File: config.mk
export PLATFORM = sky130hd
export DESIGN_NAME = ndim_ctrl
export DESIGN_NICKNAME = d
export VERILOG_FILES = /design/src/hdl/ndim_pkg.sv /design/src/hdl/ndim_ctrl.sv
export SDC_FILE = /design/constraint.sdc
export NUM_CORES = 1
export LEC_CHECK = 0
export ABC_AREA = 1
export BUFFER_PORTS_ARGS = -buffer_cell sky130_fd_sc_hd__buf_2
export CAP_MARGIN = 20
export CORE_AREA = 2 2 39 41
export DETAILED_ROUTE_END_ITERATION = 16
export DIE_AREA = 0 0 41 43
export GPL_TIMING_DRIVEN = 0
export PLACE_DENSITY = 0.37
export SETUP_SLACK_MARGIN = 0.05
export SYNTH_ARGS = -nofsm -noshare
export SYNTH_HDL_FRONTEND = slang
export SYNTH_SLANG_ARGS = --single-unit
File: constraint.sdc
create_clock -name clk -period 1.2 [get_ports clk]
set_clock_uncertainty 0.1 [all_clocks]
set_input_delay 0.06 -clock clk [delete_from_list [all_inputs] [get_ports clk]]
set_output_delay 0.06 -clock clk [all_outputs]
set_load 0.03 [all_outputs]
File: src/hdl/ndim_pkg.sv
// ============================================================================
// ndim_pkg
// Shared widths, command and status codes, and controller/datapath
// interface structs for the node DOF index map.
// ============================================================================
`default_nettype none

package ndim_pkg;

    localparam int CMD_W  = 2;
    localparam int NODE_W = 10;
    localparam int DOF_W  = 3;
    localparam int ST_W   = 3;
    localparam int IDX_W  = 13;
    localparam int NC_W   = 11;
    localparam int PC_W   = 4;

    localparam int DEF_MAX_NODES = 1024;
    localparam int DEF_DOF_KINDS = 6;

    localparam logic [NC_W-1:0]  NC_RESET = 11'd1024;
    localparam logic [IDX_W-1:0] IDX_MAX  = 13'd8191;

    localparam logic [CMD_W-1:0] CMD_ADD    = 2'd0;
    localparam logic [CMD_W-1:0] CMD_REMOVE = 2'd1;
    localparam logic [CMD_W-1:0] CMD_BUILD  = 2'd2;
    localparam logic [CMD_W-1:0] CMD_QUERY  = 2'd3;

    localparam logic [ST_W-1:0] ST_OK      = 3'd0;
    localparam logic [ST_W-1:0] ST_UNKNOWN = 3'd1;
    localparam logic [ST_W-1:0] ST_ABSENT  = 3'd2;
    localparam logic [ST_W-1:0] ST_EMPTY   = 3'd3;
    localparam logic [ST_W-1:0] ST_RANGE   = 3'd4;

    localparam logic [2:0] REG_NODE_COUNT = 3'd0;

    typedef struct packed {
        logic clear_step;
        logic accept;
        logic build_start;
        logic build_step;
        logic exec_load;
        logic build_load;
    } ctrl_cmd_t;

    typedef struct packed {
        logic clear_done;
        logic walk_done;
    } dp_status_t;

endpackage

`default_nettype wire

File: src/hdl/ndim_ctrl.sv
// ============================================================================
// ndim_ctrl
// Controller: clearing pass after reset, request accept, execute step,
// offset build walk and result handshake.
// ============================================================================
`default_nettype none

module ndim_ctrl (
    input  wire logic                  clk,
    input  wire logic                  rst_n,
    input  wire logic                  req_valid,
    input  wire logic                  req_is_build,
    input  wire logic                  rsp_ready,
    input  wire ndim_pkg::dp_status_t  dp_status,
    output logic                       req_ready,
    output logic                       rsp_valid,
    output ndim_pkg::ctrl_cmd_t        ctrl_cmd
);

    import ndim_pkg::*;

    localparam logic [1:0] S_CLEAR = 2'd0;
    localparam logic [1:0] S_IDLE  = 2'd1;
    localparam logic [1:0] S_EXEC  = 2'd2;
    localparam logic [1:0] S_BUILD = 2'd3;

    logic [1:0] state_reg;
    logic [1:0] state_next;
    logic       rsp_valid_reg;
    logic       rsp_valid_next;
    logic       accept;

    assign req_ready = (state_reg == S_IDLE) && (!rsp_valid_reg || rsp_ready);
    assign accept    = req_valid && req_ready;
    assign rsp_valid = rsp_valid_reg;

    always_comb
    begin
        state_next = state_reg;
        ctrl_cmd   = '0;
        case (state_reg)
            S_CLEAR:
            begin
                ctrl_cmd.clear_step = 1'b1;
                if (dp_status.clear_done)
                begin
                    state_next = S_IDLE;
                end
            end
            S_IDLE:
            begin
                if (accept)
                begin
                    ctrl_cmd.accept = 1'b1;
                    if (req_is_build)
                    begin
                        ctrl_cmd.build_start = 1'b1;
                        state_next = S_BUILD;
                    end
                    else
                    begin
                        state_next = S_EXEC;
                    end
                end
            end
            S_EXEC:
            begin
                ctrl_cmd.exec_load = 1'b1;
                state_next = S_IDLE;
            end
            S_BUILD:
            begin
                if (dp_status.walk_done)
                begin
                    ctrl_cmd.build_load = 1'b1;
                    state_next = S_IDLE;
                end
                else
                begin
                    ctrl_cmd.build_step = 1'b1;
                end
            end
            default:
            begin
                state_next = S_IDLE;
            end
        endcase
    end

    always_comb
    begin
        rsp_valid_next = rsp_valid_reg;
        if (rsp_valid_reg && rsp_ready)
        begin
            rsp_valid_next = 1'b0;
        end
        if (ctrl_cmd.exec_load || ctrl_cmd.build_load)
        begin
            rsp_valid_next = 1'b1;
        end
    end

    always_ff @(posedge clk or negedge rst_n)
    begin
        if (!rst_n)
        begin
            state_reg     <= S_CLEAR;
            rsp_valid_reg <= 1'b0;
        end
        else
        begin
            state_reg     <= state_next;
            rsp_valid_reg <= rsp_valid_next;
        end
    end

endmodule

`default_nettype wire

After elaboration in Yosys (flattened, before gate mapping)

Index checks and enable logic that the tools add are counted.
W data, S select, Z words.

Register bits: 3
Latch bits: 0
RAM bits: 0
ROM bits: 0
Output and inout port bits: 8
Memories kept: 0

Add/sub/neg operators: 0
Multiply operators: 0
Div/mod/pow operators: 0
Order comparisons: 0
Equal/unequal tests: 6
Shifts and indexed selects: 0
Mux-type cells: 16
Bitwise operators: 0
Reductions and logical operators: 9

Operators by type and width:

| operator             | number |
|---|---|
| $mux W1              | 10 |
| $mux W2              | 5 |
| $pmux W2 S4          | 1 |
| $ne A2 B2 Y1 const B | 3 |
| $eq A2 B2 Y1 const B | 2 |
| $logic_and A1 B1 Y1  | 3 |
| $reduce_and A3 Y1    | 1 |
| $eq A2 B1 Y1 const B | 1 |
| $logic_not A2 Y1     | 1 |
| $logic_or A1 B1 Y1   | 2 |
| $reduce_bool A2 Y1   | 1 |
| $logic_not A1 Y1     | 1 |

Depth between registers and ports, before layout

Gate-level depths: netlist of the first run.

Depth in word-level cells: 6
Depth in mapped cells: 7

Worst setup path after synthesis of the first run

No wires, ideal clock.

Path type: reg2out
Start: register rsp_valid_reg (netlist: rsp_valid)
End: output ctrl_cmd[3] (netlist name)
Arrival: 1.356 ns
Path slack: -0.316 ns
Cell stages (with the launch flop): 6
Buffers on the path: 0
Cell sequence: dfrtp_1 inv_1 nor2_1 nor3_4 nand2_2 nor2_2

RTL lines:

| what                   | line             | RTL |
|---|---|---|
| start, declared        | ndim_ctrl.sv:29  | `logic rsp_valid_reg;` |
| start signal, assigned | ndim_ctrl.sv:113 | `rsp_valid_reg <= rsp_valid_next;` |
| end, declared          | ndim_ctrl.sv:17  | `output ndim_pkg::ctrl_cmd_t ctrl_cmd` |

==> qor.yml, run 1 <==
placed_design:
  hpwl_microns: 427
  gp_congestion: 0.584
  io_buffers: 14
  place_area_sq_um: 332
  pre_cts_ws_ns: -0.136
cts:
  clkTransAtPathRegs_ns: 0.04
  cts_max_level: 1
  cts_tree: "done"
  cts_buffers: 3
  worstSkewPairLatency_ns: 0.23
  cts-root-buf: "clkbuf_4"
  ctsLongestPathBuffers: 2
  cts_sinks: 3
logic_synthesis:
  seq_area_frac_synth_pct: 34.7
  synth_top_area_cell: "dfrtp_1"
  synthCells: 33
  synthesis.area_sq_um: 216
  syn_avg_cell_area_sq_um: 6.56
  synth.area.top_cells: "dfrtp_1 (35%), inv_1 (14%), nand2_1 (12%)"
  ys_types: 11
  ys.warnings.count: 0
  synth_seq_cells: 3
  synth_fp_nets: 40
  synth_top_area_share_pct: 34.7
sta:
  layout_setup_ws_ns: -0.181
  slew_viol_final: 0
  fin_crit_ns: 1.38
  finalCritPeriodShare_pct: 115
  hold_slack_ns: 0.0397
  slew_headroom_pct: 86.5
  fmax_mhz: 724
  hold_viol: 0
  grt_setup_unrepaired: "yes"
  worstMarginPinSlew_ns: 0.202
  setup_viol: 7
global_routing:
  grt_pass1_vias: 267
  grt_antenna_before_repair: 0
  grt_overflow_total: 0
  grt_max_degree: 5
  grt.total_usage_pct: 9.37
  grt_pass1_wl_mm: 1.01
setup_path:
  crit_required_ns: 1.04
  r2r_cells: 7
  cpPeakStageDelay_ns: 0.39
  crit_family: "simple AND/OR/NAND/NOR gates"
  rr_startpoint: "state_reg[1]"
  worstSetupStartpoint: "rsp_valid"
  critPathMaxFanout: 3
  critical_path_class: "reg2out"
  critPathSlowestCell: "dfrtp_2"
  r2r_end: "state_reg[0]"
  cp_data_arrival_time_ns: 1.22
  r2r_slack_ns: -0.06
  startpoint_type: "flip-flop"
  critPathBufInv: 2
  end_kind: "output pin"
  crit_chain: "inv_2, nor2_2, nor3_4, nand2_2, nor2_4, buf_6"
detailed_routing:
  routed_wl_microns: 617
  via_per_inst: 3.81
  dr_total_vias: 286
  wl_met3_microns: 29
  drt-pass1-iter-count: 1
  wl_met2_microns: 337
  met1_length_microns: 235
  wl_per_cell_microns: 8.23
  ant_nets: 0
  drt-initial-drc-count: 0
  top_layer_used: "met4"
  drcViolationCount: 0
cells_and_area:
  diodes: 0
  layout.nets: 67
  seq_area_sq_um: 78.8
  layout_commonest_cell: "buf_6"
  fillerInstances: 156
  fin_area_sq_um: 498
  drive_gt1_share_pct: 69.5
  area_growth_pct: 130
  most-common-layout-cells: "buf_6 (9), nand2_1 (7), buf_2 (7)"
  largest_reg_flops: 2
  fin_util_pct: 36.0
  multi_input_area_sq_um: 144
power:
  clkPwrFrac_pct: 12.0
  p_switching_mw: 0.687
  sw_frac_of_total_pct: 47.4
  seq_power_share_pct: 14.8
  power_density_mw_per_mm2: 2910
  leakage_nw: 0.264
  power_mw: 1.45
  combinationalPowerShare_pct: 73.2
  cell_internal_pwr_mw: 0.764
  ir_drop_uv: 706
floorplan:
  ios: 15
  start_util_pct: 15.6
  fp.dieH_microns: 43
  die_w_microns: 41
  dieArea_sq_mm: 0.00176
  core_sq_mm: 0.00138
  std_cell_rows: 14
min_path:
  hold_path_startpoint: "req_valid"
  min_to: "state_reg[1]"
  holdPathStages: 3
  min_path_type: "in2reg"
job:
  drv_cap: 0
status:
  status: "finished, violations left"
  failed_checks: "setup timing"
-- metal layers --
metal	track usage, %	vias up
li1	-	150
met4	10.0	0
met3	3.14	2
met1	9.74	125
met5	0	-
met2	13.1	9
-- final cells by class --
| type | count | area share [%] |
|---|---|---|
| multi-input cells | 20 | 28.9 |
| well taps | 16 | 4.02 |
| inverters | 10 | 8.54 |
| clock buffers | 4 | 5.28 |
| flip-flops and latches | 3 | 15.8 |
| repair buffers | 22 | 37.4 |
-- cell usage after synthesis --
library cell  number
dfrtp_1            3
inv_1              8
inv_2              2
nand2_1            7
nand2_2            1
nand3_1            2
nor2_1             5
nor2_2             1
nor3_2             1
nor3_4             1
o21ai_1            2
-- tightest hold or removal path, cell delays in order --
cell     delay [ns]
buf_2          0.09
nand2_2        0.09
nand2_1        0.09
-- worst max path at each step --
stage	end	slack (ns)	depth (start not counted)
after CTS	ctrl_cmd[3]	-0.19	6
after floorplan	ctrl_cmd[3]	-0.23	5
final	ctrl_cmd[3]	-0.18	6
after global routing	ctrl_cmd[3]	-0.27	6
after detailed placement	ctrl_cmd[3]	-0.14	5
after global placement	ctrl_cmd[3]	-0.15	5
-- metrics by stage --
| stage | TNS [ns] | cells |
|---|---|---|
| after CTS | -0.526 | 71 |
| after floorplan | -0.619 | 33 |
| after global routing | -1.16 | 75 |
| after global placement | -0.258 | 63 |
| after detailed placement | -0.234 | 63 |
| final | -0.698 | 75 |
-- repair_timing --
action	in CTS	in global routing
buffers inserted	2	5
hold buffers	2	0
setup endpoints to repair	9	8
hold endpoints to repair	4	0
resized for setup	16	10
gates cloned	0	0
pin swaps	3	2
-- power groups by stage --
stage	Clock, mW	Sequential, mW	Combinational [mW]
CTS	0.185	0.216	0.894
detailed placement	0	0.245	0.667
global placement	0	0.244	0.665
finish	0.174	0.215	1.06
floorplan	0	0.261	0.489
global route	0.198	0.221	1.14
-- cell families (layout without fill, tap and decap cells) --
family,count (synthesis),in the layout,synth area share (%)
buffers and inverters,10,36,17.3
and+or+nand+nor,18,18,43.4
DFF,3,3,34.7
AOI/OAI and AO/OA,2,2,4.62
Power figures use the tool's default switching activity.
==> inputs of run 2 (changes only) <==
--- a/config.mk
+++ b/config.mk
@@ -8,11 +8,13 @@
 export ABC_AREA = 1
 export BUFFER_PORTS_ARGS = -buffer_cell sky130_fd_sc_hd__buf_2
 export CAP_MARGIN = 20
+export CELL_PAD_IN_SITES_DETAIL_PLACEMENT = 1
+export CELL_PAD_IN_SITES_GLOBAL_PLACEMENT = 1
 export CORE_AREA = 2 2 39 41
 export DETAILED_ROUTE_END_ITERATION = 16
 export DIE_AREA = 0 0 41 43
 export GPL_TIMING_DRIVEN = 0
-export PLACE_DENSITY = 0.37
+export PLACE_DENSITY = 0.52
 export SETUP_SLACK_MARGIN = 0.05
 export SYNTH_ARGS = -nofsm -noshare
 export SYNTH_HDL_FRONTEND = slang
==> constraint.sdc (replaced) <==
create_clock -name clk -period 1.73 [get_ports clk]
set_clock_uncertainty 0.1 [all_clocks]
set_input_delay 0.0865 -clock clk [delete_from_list [all_inputs] [get_ports clk]]
set_output_delay 0.0865 -clock clk [all_outputs]
set_load 0.03 [all_outputs]
==> qor.yml, run 2 (synthesis gave the netlist of run 1 again) <==
power:
  power_mw: 0.703  # was 1.45 mW
  leakage_nw: 0.227  # was 0.264 nW
  power_density_mw_per_mm2: 1990  # was 2910 mW/mm^2
  ir_drop_uv: 387  # was 706 uV
global_routing:
  grt_max_degree: 6  # was 5
  grt_overflow_total: 0  # unchanged
  grt_pass1_wl_microns: 966  # was 1.01 mm
  grt.total_usage_pct: 8.64  # was 9.37%
  grt_antenna_before_repair: 0  # unchanged
  grt_pass1_vias: 260  # was 267
setup_path:
  r2r_cells: 6  # was 7
  critPathBufInv: 4  # was 2
  cp_data_arrival_time_ns: 1.33  # was 1.22 ns
  critPathMaxFanout: 3  # unchanged
  crit_family: "buffers and inverters"  # was simple AND/OR/NAND/NOR gates
  r2r_end: "state_reg[0]"  # unchanged
  cpPeakStageDelay_ns: 0.53  # was 0.39 ns
  crit_required_ns: 1.54  # was 1.04 ns
  cp_common_cell: "buf_2"
  crit_chain: "dlygate4sd3_1, buf_2, nor2_1, nor3_4, nand2_2, inv_1, buf_2"  # was inv_2, nor2_2, nor3_4, nand2_2, nor2_4, buf_6
  critical_path_class: "in2out"  # was reg2out
  r2r_slack_ns: 0.62  # was -0.06 ns
  rr_startpoint: "state_reg[0]"  # was state_reg[1]
  critPathSlowestCell: "dlygate4sd3_1"  # was dfrtp_2
  end_kind: "output pin"  # unchanged
  startpoint_type: "input port"  # was flip-flop
sta:
  finalCritPeriodShare_pct: 87.7
  setup_viol: 0  # was 7
  tns_ns: 0  # was -0.698 ns
  fmax_mhz: 659
  hold_viol: 0  # unchanged
  hold_slack_ns: 0.00421  # was 0.0397 ns
  fin_crit_ns: 1.52
  slew_viol_final: 0  # unchanged
  grt_setup_unrepaired: "no"  # was yes
  worstMarginPinSlew_ns: 0.262  # was 0.202 ns
  slew_headroom_pct: 82.5  # was 86.5%
placed_design:
  dpl.cell_count: 63  # unchanged
  hpwl_microns: 471  # was 427 microns
  gp_congestion: 0.686  # was 0.584
  io_buffers: 14  # unchanged
  place_area_sq_um: 307  # was 332 sq um
floorplan:
  core_sq_mm: 0.00138  # unchanged
  std_cell_rows: 14  # unchanged
  start_util_pct: 15.6  # unchanged
  ios: 15  # unchanged
  fp.dieH_microns: 43  # unchanged
  die_w_microns: 41  # unchanged
  dieArea_sq_mm: 0.00176  # unchanged
cts:
  clkTransAtPathRegs_ns: 0.04  # about the same
  cts_sinks: 3  # unchanged
  ctsLongestPathBuffers: 2  # unchanged
  cts_max_level: 1  # unchanged
  cts_setup_buffers: 0  # was 2
  cts_buffers: 3  # unchanged
  worstSkewPairLatency_ns: 0.23  # about the same
  cts-root-buf: "clkbuf_4"  # unchanged
  cts_tree: "done"  # unchanged
cells_and_area:
  layout.nets: 61  # was 67
  most-common-layout-cells: "buf_2 (14), inv_1 (8), nand2_1 (7)"  # was buf_6 (9), nand2_1 (7), buf_2 (7)
  largest_reg_flops: 2  # unchanged
  stdcell_count: 69  # was 75
  layout_commonest_cell: "buf_2"  # was buf_6
  drive_gt1_share_pct: 43.4  # was 69.5%
  fin_area_sq_um: 353  # was 498 sq um
  diodes: 0  # unchanged
  area_growth_pct: 63.0  # was 130%
min_path:
  hold_path_startpoint: "req_valid"  # unchanged
  min_to: "state_reg[1]"  # unchanged
  holdPathStages: 3  # unchanged
  min_path_type: "in2reg"  # unchanged
status:
  status: "completed"  # was finished, violations left
detailed_routing:
  drt-pass1-iter-count: 4  # was 1
  ant_nets: 0  # unchanged
  drcViolationCount: 0  # unchanged
  drt-initial-drc-count: 2  # was 0
  wl_per_cell_microns: 7.96  # was 8.23 microns
  via_per_inst: 3.77  # was 3.81
  routed_wl_microns: 549  # was 617 microns
  dr_total_vias: 260  # was 286
job:
  drv_cap: 0  # unchanged
-- run 2: routing by layer --
layer  routed length [microns]  vias to the layer above  track usage [%]
met5                         0                        -                0
met4                         0                        0             6.00
met3                        34                        0             6.28
met2                       286                        6             12.5
met1                       228                      120             8.06
li1                          -                      134                -
-- run 2: what timing repair did --
item                       CTS  global route
hold buffers                 2             0
setup endpoints to repair    0             0
hold endpoints to repair     4             0
resized for setup            0             0
-- run 2: worst max-delay path by stage --
| stage | end | slack (ns) | cells after the start | start |
|---|---|---|---|---|
| finish | ctrl_cmd[4] | 0.21 | 7 | rsp_ready |
| global route | ctrl_cmd[3] | 0.11 | 5 | state_reg[0] |
| CTS | ctrl_cmd[4] | 0.20 | 7 | rsp_ready |
| detailed placement | ctrl_cmd[3] | 0.46 | 5 | state_reg[0] |
| global placement | ctrl_cmd[3] | 0.46 | 5 | state_reg[0] |
| floorplan | ctrl_cmd[3] | 0.19 | 5 | rsp_valid |
-- run 2: final cells by class --
cell class | instances | area (sq um)
flip-flops and latches | 3 | 75.1
fillers | 188 | 1030
clock buffers | 4 | 26.3
multi-input cells | 20 | 104
inverters | 10 | 37.5
well taps | 16 | 20.0
repair buffers | 16 | 90.1
-- run 2: stage by stage --
| stage | util (%) | setup slack (ns) |
|---|---|---|
| global placement | 22.2 | 0.457 |
| detailed placement | 22.2 | 0.465 |
| CTS | 25.5 | 0.199 |
| floorplan | - | 0.188 |
| finish | 25.5 | 0.212 |
| global route | 25.5 | 0.107 |
-- run 2: worst reg2reg max path: stages (launching register included) --
cell	delay, ns
dfrtp_1	0.42
inv_2	0.12
nor2_1	0.07
o21ai_1	0.12
nand2_1	0.07
nand2_1	0.06
nand2_1	0.05
-- run 2: power by group --
group          switching (mW)  internal [mW]  leakage, nW  total, mW
Clock                  0.0382         0.0866       0.0150      0.125
Sequential             0.0417          0.105       0.0368      0.147
Combinational           0.298          0.133        0.175      0.431
==> inputs of run 3 (changes only) <==
==> constraint.sdc (replaced) <==
create_clock -name clk -period 1.73 [get_ports clk]
set_clock_uncertainty 0.1 [all_clocks]
set_input_delay 0.173 -clock clk [delete_from_list [all_inputs] [get_ports clk]]
set_output_delay 0.173 -clock clk [all_outputs]
set_load 0.03 [all_outputs]
==> qor.yml, run 3 (synthesis gave the netlist of run 1 again) <==
floorplan:
  start_util_pct: 15.6  # unchanged
  fp.dieH_microns: 43  # unchanged
  core_sq_mm: 0.00138  # unchanged
  ios: 15  # unchanged
  dieArea_sq_mm: 0.00176  # unchanged
  std_cell_rows: 14  # unchanged
  die_w_microns: 41  # unchanged
cells_and_area:
  diodes: 0  # unchanged
  drive_gt1_share_pct: 46.2  # was 43.4%
  layout.nets: 60  # was 61
  area_growth_pct: 59.0  # was 63.0%
  fin_area_sq_um: 344  # was 353 sq um
  most-common-layout-cells: "buf_2 (14), inv_1 (8), nand2_1 (7)"  # unchanged
  largest_reg_flops: 2  # unchanged
  layout_commonest_cell: "buf_2"  # unchanged
setup_path:
  end_kind: "output pin"  # unchanged
  r2r_slack_ns: 0.63  # was 0.62 ns
  cp_data_arrival_time_ns: 1.27  # was 1.33 ns
  critical_path_class: "reg2out"  # was in2out
  endpoint: "ctrl_cmd[3]"  # was ctrl_cmd[4]
  r2r_end: "state_reg[0]"  # unchanged
  crit_required_ns: 1.46  # was 1.54 ns
  r2r_cells: 6  # unchanged
  startpoint_type: "flip-flop"  # was input port
  worstSetupStartpoint: "state_reg[0]"  # was rsp_ready
  rr_startpoint: "state_reg[0]"  # unchanged
  critPathMaxFanout: 5  # was 3
global_routing:
  grt_pass1_wl_microns: 938  # was 966 microns
  grt.total_usage_pct: 8.44  # was 8.64%
  grt_max_degree: 6  # unchanged
  grt_antenna_before_repair: 0  # unchanged
  grt_overflow_total: 0  # unchanged
  grt_pass1_vias: 255  # was 260
min_path:
  min_path_type: "in2reg"  # unchanged
detailed_routing:
  wl_per_cell_microns: 8.04  # was 7.96 microns
  ant_nets: 0  # unchanged
  drt-initial-drc-count: 2  # unchanged
  drcViolationCount: 0  # unchanged
  routed_wl_microns: 547  # was 549 microns
  via_per_inst: 3.76  # was 3.77
  dr_total_vias: 256  # was 260
  drt-pass1-iter-count: 4  # unchanged
sta:
  grt_setup_unrepaired: "no"  # unchanged
  slew_viol_final: 0  # unchanged
  fmax_mhz: 648  # was 659 MHz
  worstMarginPinSlew_ns: 0.262  # about the same
  fin_crit_ns: 1.54  # was 1.52 ns
  finalCritPeriodShare_pct: 89.2  # was 87.7%
  setup_viol: 0  # unchanged
  slew_headroom_pct: 82.5  # about the same
  tns_ns: 0  # unchanged
  hold_viol: 0  # unchanged
placed_design:
  place_area_sq_um: 307  # unchanged
  io_buffers: 14  # unchanged
  hpwl_microns: 471  # unchanged
  gp_congestion: 0.686  # unchanged
status:
  status: "completed"  # unchanged
cts:
  cts_tree: "done"  # unchanged
  clkTransAtPathRegs_ns: 0.04  # about the same
  cts_buffers: 3  # unchanged
  cts_setup_buffers: 0  # unchanged
  worstSkewPairLatency_ns: 0.23  # about the same
  cts_sinks: 3  # unchanged
  cts-root-buf: "clkbuf_4"  # unchanged
  cts_max_level: 1  # unchanged
  ctsLongestPathBuffers: 2  # unchanged
power:
  power_density_mw_per_mm2: 2050  # was 1990 mW/mm^2
  leakage_nw: 0.222  # was 0.227 nW
  ir_drop_uv: 388  # was 387 uV
job:
  drv_cap: 0  # unchanged
## run 3: changes by cell type in the layout (fill, tap and decap cells not counted), sizes merged
| cell | change |
|---|---|
| dlygate4sd3 | -1 |
## run 3: cell type report
class                   instances  area (sq um)
clock buffers                   4          26.3
fillers                       189          1040
repair buffers                 15          80.1
flip-flops and latches          3          76.3
well taps                      16          20.0
inverters                      10          37.5
multi-input cells              20           104
## run 3: power by group
part / internal [mW] / leakage (nW) / switching, mW
registers: 0.108 / 0.0359 / 0.0417
logic: 0.132 / 0.171 / 0.298
clock network: 0.0866 / 0.0150 / 0.0382
## run 3: what timing repair did
item                       CTS  global route
setup endpoints to repair    0             1
hold endpoints to repair     3             0
hold buffers                 1             0
resized for setup            0             1
## run 3: per-layer routing
layer / GRT usage, % / up-vias / wire length, microns
met2: 12.2 / 6 / 286
met1: 7.74 / 118 / 225
li1: - / 132 / -
met4: 6.00 / 0 / 0
met5: 0 / - / 0
met3: 6.28 / 0 / 34
## run 3: worst min path at each step
stage / startpoint / end / slack (ns) / cells after the start
6_report: rsp_ready / rsp_valid / 0.03 / 2
5_1_grt: rsp_ready / rsp_valid / 0.02 / 2
4_1_cts: rsp_ready / rsp_valid / 0.03 / 2
3_5_place_dp: rst_n / rsp_valid / -0.13 / 1
3_3_place_gp: rst_n / rsp_valid / -0.13 / 1
2_1_floorplan: rst_n / rsp_valid / -0.22 / 0
## run 3: per-stage QoR
stage / utilization (%) / power (mW) / hold slack, ns / instances / setup slack (ns)
finish: 24.9 / 0.704 / 0.0266 / 68 / 0.186
global route: 24.9 / 0.770 / 0.0240 / 68 / 0.0798
CTS: 24.8 / 0.717 / 0.0263 / 68 / 0.121
detailed placement: 22.2 / 0.585 / -0.128 / 63 / 0.378
global placement: 22.2 / 0.583 / -0.130 / 63 / 0.370
floorplan: - / 0.471 / -0.223 / 33 / 0.101
## run 3: critical path, cell delays in order, from the launching register on
cell,delay (ns)
dfrtp_2,0.40
inv_2,0.07
nor3_4,0.21
nand2_2,0.10
nor2_2,0.08
buf_2,0.19
